## src/design/tfp_pkg.sv

```systemverilog
package tfp_pkg;

    localparam int DATA_W     = 8;
    localparam int DIST_W     = 32;
    localparam int NL_W       = 6;
    localparam int CHAR_POS_W = 5;
    localparam int LEN_W      = 9;
    localparam int CFG_IDX_W  = 3;

    typedef enum logic [2:0] {
        STS_OK        = 3'd0,
        STS_SHORT     = 3'd1,
        STS_MAGIC     = 3'd2,
        STS_VERSION   = 3'd3,
        STS_ICON      = 3'd4,
        STS_NAME_LONG = 3'd5,
        STS_LENGTH    = 3'd6
    } status_t;

    typedef enum logic [CFG_IDX_W-1:0] {
        CFG_FRAME_MAGIC     = 3'd0,
        CFG_VERSION_CURRENT = 3'd1,
        CFG_VERSION_LEGACY  = 3'd2,
        CFG_ICON_LIMIT      = 3'd3,
        CFG_EXIT_LIMIT      = 3'd4
    } cfg_index_t;

    localparam logic [DATA_W-1:0] RST_FRAME_MAGIC     = 8'd0;
    localparam logic [DATA_W-1:0] RST_VERSION_CURRENT = 8'd2;
    localparam logic [DATA_W-1:0] RST_VERSION_LEGACY  = 8'd1;
    localparam logic [DATA_W-1:0] RST_ICON_LIMIT      = 8'd255;
    localparam logic [DATA_W-1:0] RST_EXIT_LIMIT      = 8'd255;

    typedef enum logic [1:0] {
        S_IDLE  = 2'd0,
        S_CHECK = 2'd1,
        S_SEND  = 2'd2
    } tfp_state_t;

    typedef struct packed {
        logic [DATA_W-1:0] frame_magic;
        logic [DATA_W-1:0] version_current;
        logic [DATA_W-1:0] version_legacy;
        logic [DATA_W-1:0] icon_limit;
        logic [DATA_W-1:0] exit_limit;
    } cfg_regs_t;

    typedef struct packed {
        status_t           status;
        logic [DATA_W-1:0] icon;
        logic [DIST_W-1:0] distance;
        logic [DATA_W-1:0] exit_id;
        logic [NL_W-1:0]   name_length;
    } frame_info_t;

    typedef struct packed {
        status_t               status;
        logic [DATA_W-1:0]     icon;
        logic [DIST_W-1:0]     distance;
        logic [DATA_W-1:0]     exit_id;
        logic [NL_W-1:0]       name_length;
        logic [DATA_W-1:0]     name_char;
        logic [CHAR_POS_W-1:0] char_position;
        logic                  char_valid;
        logic                  last_of_run;
    } result_t;

endpackage

```

## src/design/turn_frame_parser.sv

```systemverilog
// Turn frame parser. Frame bytes enter on s_axis one per cycle while the block is idle,
// s_axis_tlast on the final byte; header fields are captured into registers and street-name
// bytes are written into a NAME_MAX-entry name RAM as they arrive. After the last byte,
// S_CHECK checks the frame; then the status item and, on success, one item per name
// character leave on m_axis, the characters read from the name RAM one per cycle while
// m_axis_tready is high. s_axis_tready stays low from the cycle after the last byte until
// the frame's final result is taken.
// Configuration writes take effect at once and are always accepted.
module turn_frame_parser
    import tfp_pkg::*;
#(
    parameter int NAME_MAX     = 32,
    parameter int HEADER_SHORT = 8,
    parameter int HEADER_LONG  = 9
)
(
    input  logic                 clk,
    input  logic                 rst_n,
    input  logic                 s_axis_tvalid,
    output logic                 s_axis_tready,
    input  logic [7:0]           s_axis_tdata,   // data_byte
    input  logic                 s_axis_tlast,   // frame_end
    output logic                 m_axis_tvalid,
    input  logic                 m_axis_tready,
    // status, icon, distance, exit, name_length, name_char, char_position, zero pad
    output logic [71:0]          m_axis_tdata,
    output logic                 m_axis_tuser,   // char_valid
    output logic                 m_axis_tlast,   // last_of_run
    input  logic                 cfg_valid,
    output logic                 cfg_ready,
    input  logic [CFG_IDX_W-1:0] cfg_index,
    input  logic [7:0]           cfg_data
);

    localparam int AW = (NAME_MAX > 1) ? $clog2(NAME_MAX) : 1;
    localparam int CW = $clog2(NAME_MAX + 1);

    cfg_regs_t         cfg_reg;
    logic              in_accept;
    logic              clear;
    logic              wr_en;
    logic [AW-1:0]     wr_addr;
    logic              rd_en;
    logic [AW-1:0]     rd_addr;
    logic [DATA_W-1:0] rd_data;
    frame_info_t       info;
    result_t           result;

    assign cfg_ready = 1'b1;
    assign in_accept = s_axis_tvalid && s_axis_tready;

    always_ff @(posedge clk or negedge rst_n)
    begin
        if (!rst_n)
        begin
            cfg_reg.frame_magic     <= RST_FRAME_MAGIC;
            cfg_reg.version_current <= RST_VERSION_CURRENT;
            cfg_reg.version_legacy  <= RST_VERSION_LEGACY;
            cfg_reg.icon_limit      <= RST_ICON_LIMIT;
            cfg_reg.exit_limit      <= RST_EXIT_LIMIT;
        end
        else if (cfg_valid && cfg_ready)
        begin
            case (cfg_index)
                CFG_FRAME_MAGIC:     cfg_reg.frame_magic     <= cfg_data;
                CFG_VERSION_CURRENT: cfg_reg.version_current <= cfg_data;
                CFG_VERSION_LEGACY:  cfg_reg.version_legacy  <= cfg_data;
                CFG_ICON_LIMIT:      cfg_reg.icon_limit      <= cfg_data;
                CFG_EXIT_LIMIT:      cfg_reg.exit_limit      <= cfg_data;
                default: ;
            endcase
        end
    end

    tfp_frame_check #(
        .NAME_MAX     (NAME_MAX),
        .HEADER_SHORT (HEADER_SHORT),
        .HEADER_LONG  (HEADER_LONG),
        .AW           (AW)
    ) u_check (
        .clk       (clk),
        .rst_n     (rst_n),
        .cfg       (cfg_reg),
        .accept    (in_accept),
        .data_byte (s_axis_tdata),
        .frame_end (s_axis_tlast),
        .clear     (clear),
        .wr_en     (wr_en),
        .wr_addr   (wr_addr),
        .info      (info)
    );

    tfp_name_ram #(
        .DEPTH (NAME_MAX),
        .AW    (AW)
    ) u_ram (
        .clk   (clk),
        .we    (wr_en),
        .waddr (wr_addr),
        .wdata (s_axis_tdata),
        .re    (rd_en),
        .raddr (rd_addr),
        .rdata (rd_data)
    );

    tfp_emitter #(
        .AW       (AW),
        .CW       (CW)
    ) u_emit (
        .clk       (clk),
        .rst_n     (rst_n),
        .in_accept (in_accept),
        .in_last   (s_axis_tlast),
        .in_ready  (s_axis_tready),
        .info      (info),
        .clear     (clear),
        .rd_en     (rd_en),
        .rd_addr   (rd_addr),
        .rd_data   (rd_data),
        .out_valid (m_axis_tvalid),
        .out_ready (m_axis_tready),
        .result    (result)
    );

    assign m_axis_tdata = {2'b00, result.char_position, result.name_char, result.name_length,
                           result.exit_id, result.distance, result.icon, result.status};
    assign m_axis_tuser = result.char_valid;
    assign m_axis_tlast = result.last_of_run;

endmodule

```

## src/design/tfp_name_ram.sv

```systemverilog
module tfp_name_ram
    import tfp_pkg::*;
#(
    parameter int DEPTH = 32,
    parameter int AW    = 5
)
(
    input  logic              clk,
    input  logic              we,
    input  logic [AW-1:0]     waddr,
    input  logic [DATA_W-1:0] wdata,
    input  logic              re,
    input  logic [AW-1:0]     raddr,
    output logic [DATA_W-1:0] rdata
);

    logic [DATA_W-1:0] mem [DEPTH];
    logic [DATA_W-1:0] rdata_reg;

    always_ff @(posedge clk)
    begin
        if (we)
        begin
            mem[waddr] <= wdata;
        end
    end

    // read data holds until the next read
    always_ff @(posedge clk)
    begin
        if (re)
        begin
            rdata_reg <= mem[raddr];
        end
    end

    assign rdata = rdata_reg;

endmodule

```

## src/design/tfp_frame_check.sv

```systemverilog
module tfp_frame_check
    import tfp_pkg::*;
#(
    parameter int NAME_MAX     = 32,
    parameter int HEADER_SHORT = 8,
    parameter int HEADER_LONG  = 9,
    parameter int AW           = 5
)
(
    input  logic              clk,
    input  logic              rst_n,
    input  cfg_regs_t         cfg,
    input  logic              accept,
    input  logic [DATA_W-1:0] data_byte,
    input  logic              frame_end,
    input  logic              clear,
    output logic              wr_en,
    output logic [AW-1:0]     wr_addr,
    output frame_info_t       info
);

    logic [DATA_W-1:0] byte_count_reg;
    logic [LEN_W-1:0]  len_reg;
    logic [DATA_W-1:0] magic_reg;
    logic [DATA_W-1:0] version_reg;
    logic [DATA_W-1:0] icon_reg;
    logic [DATA_W-1:0] decl_len_reg;
    logic [DIST_W-1:0] distance_reg;
    logic [DATA_W-1:0] exit_reg;

    logic              is_current;
    logic              is_legacy;
    logic [4:0]        hdr;
    logic [DATA_W-1:0] name_off;
    logic [LEN_W-1:0]  len_expected;
    logic [DATA_W-1:0] byte_count_next;

    always_comb
    begin
        is_current = (version_reg == cfg.version_current);
        is_legacy  = (version_reg == cfg.version_legacy);
        if (is_current)
        begin
            hdr = 5'(HEADER_LONG);
        end
        else if (is_legacy)
        begin
            hdr = 5'(HEADER_SHORT);
        end
        else
        begin
            hdr = '0;
        end
    end

    // name bytes land at their offset past the header
    assign name_off = byte_count_reg - DATA_W'(hdr);
    assign wr_en    = accept && (hdr != '0) && (byte_count_reg >= DATA_W'(hdr))
                      && (name_off < DATA_W'(NAME_MAX));
    assign wr_addr  = name_off[AW-1:0];

    assign byte_count_next = (byte_count_reg == 8'd255) ? byte_count_reg
                                                        : byte_count_reg + 8'd1;

    always_ff @(posedge clk or negedge rst_n)
    begin
        if (!rst_n)
        begin
            byte_count_reg <= '0;
            len_reg        <= '0;
            magic_reg      <= '0;
            version_reg    <= '0;
            icon_reg       <= '0;
            decl_len_reg   <= '0;
            distance_reg   <= '0;
            exit_reg       <= '0;
        end
        else if (clear)
        begin
            byte_count_reg <= '0;
            len_reg        <= '0;
            magic_reg      <= '0;
            version_reg    <= '0;
            icon_reg       <= '0;
            decl_len_reg   <= '0;
            distance_reg   <= '0;
            exit_reg       <= '0;
        end
        else if (accept)
        begin
            case (byte_count_reg)
                8'd0:    magic_reg            <= data_byte;
                8'd1:    version_reg          <= data_byte;
                8'd2:    icon_reg             <= data_byte;
                8'd3:    decl_len_reg         <= data_byte;
                8'd4:    distance_reg[7:0]    <= data_byte;
                8'd5:    distance_reg[15:8]   <= data_byte;
                8'd6:    distance_reg[23:16]  <= data_byte;
                8'd7:    distance_reg[31:24]  <= data_byte;
                8'd8:    exit_reg             <= data_byte;
                default: ;
            endcase
            byte_count_reg <= byte_count_next;
            if (frame_end)
            begin
                len_reg <= LEN_W'(byte_count_reg) + LEN_W'(1);
            end
        end
    end

    assign len_expected = LEN_W'(hdr) + LEN_W'(decl_len_reg);

    always_comb
    begin
        info = '0;
        if (len_reg < LEN_W'(HEADER_SHORT))
        begin
            info.status = STS_SHORT;
        end
        else if (magic_reg != cfg.frame_magic)
        begin
            info.status = STS_MAGIC;
        end
        else if (hdr == '0)
        begin
            info.status = STS_VERSION;
        end
        else if (len_reg < LEN_W'(hdr))
        begin
            info.status = STS_SHORT;
        end
        else if (icon_reg > cfg.icon_limit)
        begin
            info.status = STS_ICON;
        end
        else if (decl_len_reg > DATA_W'(NAME_MAX))
        begin
            info.status = STS_NAME_LONG;
        end
        else if (len_reg != len_expected)
        begin
            info.status = STS_LENGTH;
        end
        else
        begin
            info.status      = STS_OK;
            info.icon        = icon_reg;
            info.distance    = distance_reg;
            info.name_length = decl_len_reg[NL_W-1:0];
            if (is_current && (exit_reg <= cfg.exit_limit))
            begin
                info.exit_id = exit_reg;
            end
        end
    end

endmodule

```

## src/design/tfp_emitter.sv

```systemverilog
module tfp_emitter
    import tfp_pkg::*;
#(
    parameter int AW       = 5,
    parameter int CW       = 6
)
(
    input  logic              clk,
    input  logic              rst_n,
    input  logic              in_accept,
    input  logic              in_last,
    output logic              in_ready,
    input  frame_info_t       info,
    output logic              clear,
    output logic              rd_en,
    output logic [AW-1:0]     rd_addr,
    input  logic [DATA_W-1:0] rd_data,
    output logic              out_valid,
    input  logic              out_ready,
    output result_t           result
);

    tfp_state_t      state_reg;
    tfp_state_t      state_next;
    result_t         result_reg;
    logic [CW-1:0]   idx_reg;
    logic [CW-1:0]   idx_inc;
    logic [NL_W-1:0] idx_wide;
    logic            load_status;
    logic            load_char;
    logic            char_is_last;

    assign idx_inc      = idx_reg + CW'(1);
    assign idx_wide     = NL_W'(idx_reg);
    assign char_is_last = (NL_W'(idx_inc) == result_reg.name_length);

    always_ff @(posedge clk or negedge rst_n)
    begin
        if (!rst_n)
        begin
            state_reg <= S_IDLE;
        end
        else
        begin
            state_reg <= state_next;
        end
    end

    always_comb
    begin
        state_next  = state_reg;
        load_status = 1'b0;
        load_char   = 1'b0;
        clear       = 1'b0;
        rd_en       = 1'b0;
        rd_addr     = '0;
        in_ready    = 1'b0;
        out_valid   = 1'b0;
        case (state_reg)
            S_IDLE:
            begin
                in_ready = 1'b1;
                if (in_accept && in_last)
                begin
                    state_next = S_CHECK;
                end
            end
            S_CHECK:
            begin
                // prefetch the first name character
                load_status = 1'b1;
                clear       = 1'b1;
                rd_en       = 1'b1;
                state_next  = S_SEND;
            end
            S_SEND:
            begin
                out_valid = 1'b1;
                if (out_ready)
                begin
                    if (result_reg.last_of_run)
                    begin
                        state_next = S_IDLE;
                    end
                    else
                    begin
                        load_char = 1'b1;
                        if (!char_is_last)
                        begin
                            rd_en   = 1'b1;
                            rd_addr = idx_inc[AW-1:0];
                        end
                    end
                end
            end
            default:
            begin
                state_next = S_IDLE;
            end
        endcase
    end

    always_ff @(posedge clk or negedge rst_n)
    begin
        if (!rst_n)
        begin
            idx_reg <= '0;
        end
        else if (load_status)
        begin
            idx_reg <= '0;
        end
        else if (load_char)
        begin
            idx_reg <= idx_inc;
        end
    end

    always_ff @(posedge clk)
    begin
        if (load_status)
        begin
            result_reg.status        <= info.status;
            result_reg.icon          <= info.icon;
            result_reg.distance      <= info.distance;
            result_reg.exit_id       <= info.exit_id;
            result_reg.name_length   <= info.name_length;
            result_reg.name_char     <= '0;
            result_reg.char_position <= '0;
            result_reg.char_valid    <= 1'b0;
            result_reg.last_of_run   <= (info.status != STS_OK) || (info.name_length == '0);
        end
        else if (load_char)
        begin
            result_reg.name_char     <= rd_data;
            result_reg.char_position <= idx_wide[CHAR_POS_W-1:0];
            result_reg.char_valid    <= 1'b1;
            result_reg.last_of_run   <= char_is_last;
        end
    end

    assign result = result_reg;

endmodule

```

## config.mk

```make
export PLATFORM = sky130hd
export DESIGN_NAME = turn_frame_parser
export DESIGN_NICKNAME = d
export VERILOG_FILES = /design/src/design/tfp_pkg.sv /design/src/design/turn_frame_parser.sv /design/src/design/tfp_name_ram.sv /design/src/design/tfp_frame_check.sv /design/src/design/tfp_emitter.sv
export SDC_FILE = /design/constraint.sdc
export NUM_CORES = 1
export LEC_CHECK = 0
export BUFFER_PORTS_ARGS = -buffer_cell sky130_fd_sc_hd__buf_2
export CORE_ASPECT_RATIO = 0.8
export CORE_MARGIN = 2
export CORE_UTILIZATION = 50
export DETAILED_ROUTE_END_ITERATION = 7
export PLACE_DENSITY = 0.75
export SYNTH_ARGS = -nofsm -noshare
export SYNTH_HDL_FRONTEND = slang
export SYNTH_SLANG_ARGS = --single-unit
export TNS_END_PERCENT = 1
```

## constraint.sdc

```tcl
create_clock -name clk -period 5.5 [get_ports clk]
set_clock_uncertainty 0.1 [all_clocks]
set_input_delay 0.55 -clock clk [delete_from_list [all_inputs] [get_ports clk]]
set_output_delay 0.55 -clock clk [all_outputs]
set_load 0.03 [all_outputs]
```

==> impl_results.md <==
- Status: complete, but fails checks
- Failing checks: negative hold slack
- Total grt overflow: 0
- CTS buffer count: 47
- RePlAce Congestion: 0.928
- Nets: 1738
- Vias in the first global route: 13200
- # IOs: 102
- Minimum period implied by the final worst setup slack: 4810 ps
- Initial antenna violation count: 2
- Setup Buffers After CTS: 0
- PD cells: 440 mW/mm^2
- Crit share post-route: 87.4%
- Finished Core Util: 56.9%
- Max Root-Sink Buffers: 3
- Final Max Tran Viols: 0
- Switching pwr: 3180 uW
- Largest net degree at the start of global routing: 94
- Clk_lat worst skew: 560 ps
- Logic pwr share: 23.2%
- DIE HEIGHT: 185 microns
- Maximum vdd ir drop: 0.306 mV
- DRC errors left: 0
- Max Cap Violations: 0
- Main synth FF type: edfxtp_1
- Kind of critical path: reg2reg
- Area Overhead vs Synth: 12.4%
- Area contributors post-synth: edfxtp_1 (47%), dfrtp_1 (15%), mux2_2 (3.9%)
- Peak Freq: 208 MHz
- Cell taking the most area after synthesis: edfxtp_1
- Clock Tree Root: clkbuf_16
- Hold Path Class: in2async
- Non-Filler Instances: 2263
- Static Leak: 0.00867 uW
- Fillers: 3145
- Final setup viols: 0
- Clock Power Share: 32.0%
- Setup_tns: 0 ps
- DRT antenna net count: 0
- Worst Hold Slack: -12.8 ps
- Crit path DAT: 4890 ps
- Antenna Cells: 0
- Worst slew margin: 17.1%
- Crit path capture type: flip-flop
- Hold Vio Cnt, Final: 4
- Ys Warns: 0
- Net Sw Frac: 31.4%
- Internal Power: 6970 uW
- Synth cell count leaders: edfxtp_1 (322), nand2_1 (190), dfrtp_1 (119)
- First-pass GRT wire length: 78100 microns
- CTS tree: done
- Final wirelength: 51200 microns
- Placed Cells: 2177
- Num Clock Sinks: 473
- Synth Cell Area: 0.0205 sq mm
- Critical Path RT: 5590 ps
- Initial Util: 50.6%
- Worst slew pin tran: 1240 ps
- Share of layout cells above drive strength 1: 17.6%
- Core ar.: 0.0405 sq mm
- Total track usage: 24.1%
- Site Rows: 66
- Post-synthesis cell count: 1606
- Sequential Power Share: 44.8%
- Post-synth ARST share: 29.0%
- Post-CTS Hold Buffers: 0
- Post-cts sizing count: 0
- IO Port Bufs: 98
- Clock transition at path regs: 60 ps
- Die Area: 0.0427 sq mm
- Total number of vias: 13600
- Via/cell ratio: 6.03
- EDFF count, synth: 322
- Unrepaired setup endpoints after global routing: no
- Netlist cell types: 76
- Drt wl/cell: 22.6 microns
- Largest register FFs: 256
- Critical Path Fanout Max: 8
- Die span in x: 231 microns
- Worst R2R Path Depth: 13
- Hpwl dp: 32300 microns
- Top-area cell type share of the netlist area: 47.1%
- Startpoint types: flip-flop
- H-tree depth: 2
- DR pass1 iterations: 8
- Register bit count reported by yosys: 473
- Initial detailed-routing violation count: 2033
- Syn avg cell area: 12.8 sq um
- Top-count cell post-synth: edfxtp_1
- Register area share after synthesis: 65.3%
==> per-layer routing <==
layer / routed length (microns) / up-vias / global-route usage, %
li1: - / 6030 / -
met1: 21700 / 6770 / 34.7
met2: 23200 / 724 / 37.5
met3: 4860 / 122 / 4.56
met4: 1400 / 2 / 6.99
met5: 12 / - / 0
==> cell type report <==
| class | instances | area, sq um | area share (%) |
|---|---|---|---|
| timing repair buffer | 117 | 639 | 2.77 |
| sequential | 473 | 13400 | 58.1 |
| clock buffer | 73 | 1450 | 6.28 |
| clock inverter | 13 | 139 | 0.602 |
| tap | 544 | 681 | 2.95 |
| multi-input combinational | 1014 | 6650 | 28.8 |
| inverter | 29 | 109 | 0.472 |
==> worst max-delay path, cell delays in order (launching register included) <==
cell and delay, ps:
dfrtp_1 410, xor2_1 150, nor4_1 400, nand2_1 240, inv_1 130, ha_1 210, ha_1 230, nand2b_1 110
a21oi_1 340, or3b_1 390, a21oi_1 150, o2111a_1 260, nand3b_1 530, nor2_1 760
==> kinds of logic (layout without fill, tap and decap cells) <==
| family | count (synthesis) | after routing | synth area share [%] |
|---|---|---|---|
| AND/OR/NAND/NOR | 504 | 504 | 11.6 |
| flip-flops | 473 | 473 | 65.3 |
| AO/OA/AOI/OAI | 274 | 274 | 8.73 |
| multiplexers | 142 | 142 | 7.42 |
| buffers and inverters | 120 | 232 | 2.46 |
| XOR/XNOR | 60 | 60 | 2.56 |
| adder cells (fa/ha/maj) | 31 | 31 | 1.89 |
| other | 2 | 3 | 0.0366 |
==> power by group through the flow <==
stage	Combinational (uW)	Clock (uW)	Sequential (uW)
after detailed placement	2320	0	4620
after global routing	2530	3420	4600
final	2350	3250	4550
after global placement	2260	0	4600
after CTS	2340	3270	4550
after floorplan	1340	0	4860
==> per-stage QoR <==
stage	cell area, sq um	worst slack, ps	power (uW)
3_5_place_dp	21500	843	6940
3_3_place_gp	21500	895	6860
5_1_grt	23100	416	10500
6_report	23100	695	10200
2_1_floorplan	20500	1640	6210
4_1_cts	23100	808	10200
==> cell usage in the layout, fill, tap and decap left out, types with 7 or more instances in the layout <==
master	count
nor2_1	91
a211oi_1	8
buf_4	19
xor2_1	37
inv_1	29
o31a_1	7
o211ai_1	14
clkbuf_8	11
clkinv_2	9
nand3_1	86
mux2_2	71
ha_1	30
edfxtp_1	322
mux2i_1	70
nand2b_1	7
dfxtp_1	14
dfstp_2	18
clkbuf_16	50
a211o_1	9
nand2_1	190
a31oi_1	10
buf_2	97
and2_1	53
or3_1	10
o22ai_1	20
nor3_1	16
and3_1	9
dfrtp_1	118
clkbuf_1	12
a221oi_1	14
a32oi_1	7
a21oi_1	112
o21ai_0	38
xnor2_1	23
==> final timing paths <==
| check | start | endpoint | slack (ps) |
|---|---|---|---|
| setup / recovery | u_check.version_reg[5] | u_ram.mem[29][5] | 690 |
| hold / removal | rst_n | cfg_reg[17] | -10 |
| setup reg to reg | u_check.version_reg[5] | u_ram.mem[29][5] | 690 |
| hold reg to reg | u_emit.result[14] | u_emit.result[14] | 360 |
| max in group asynchronous | rst_n | u_check.distance_reg[10] | 4180 |
| min in group clk | cfg_data[2] | cfg_reg[2] | 180 |
Note: power is estimated with default switching activity, not from simulation.
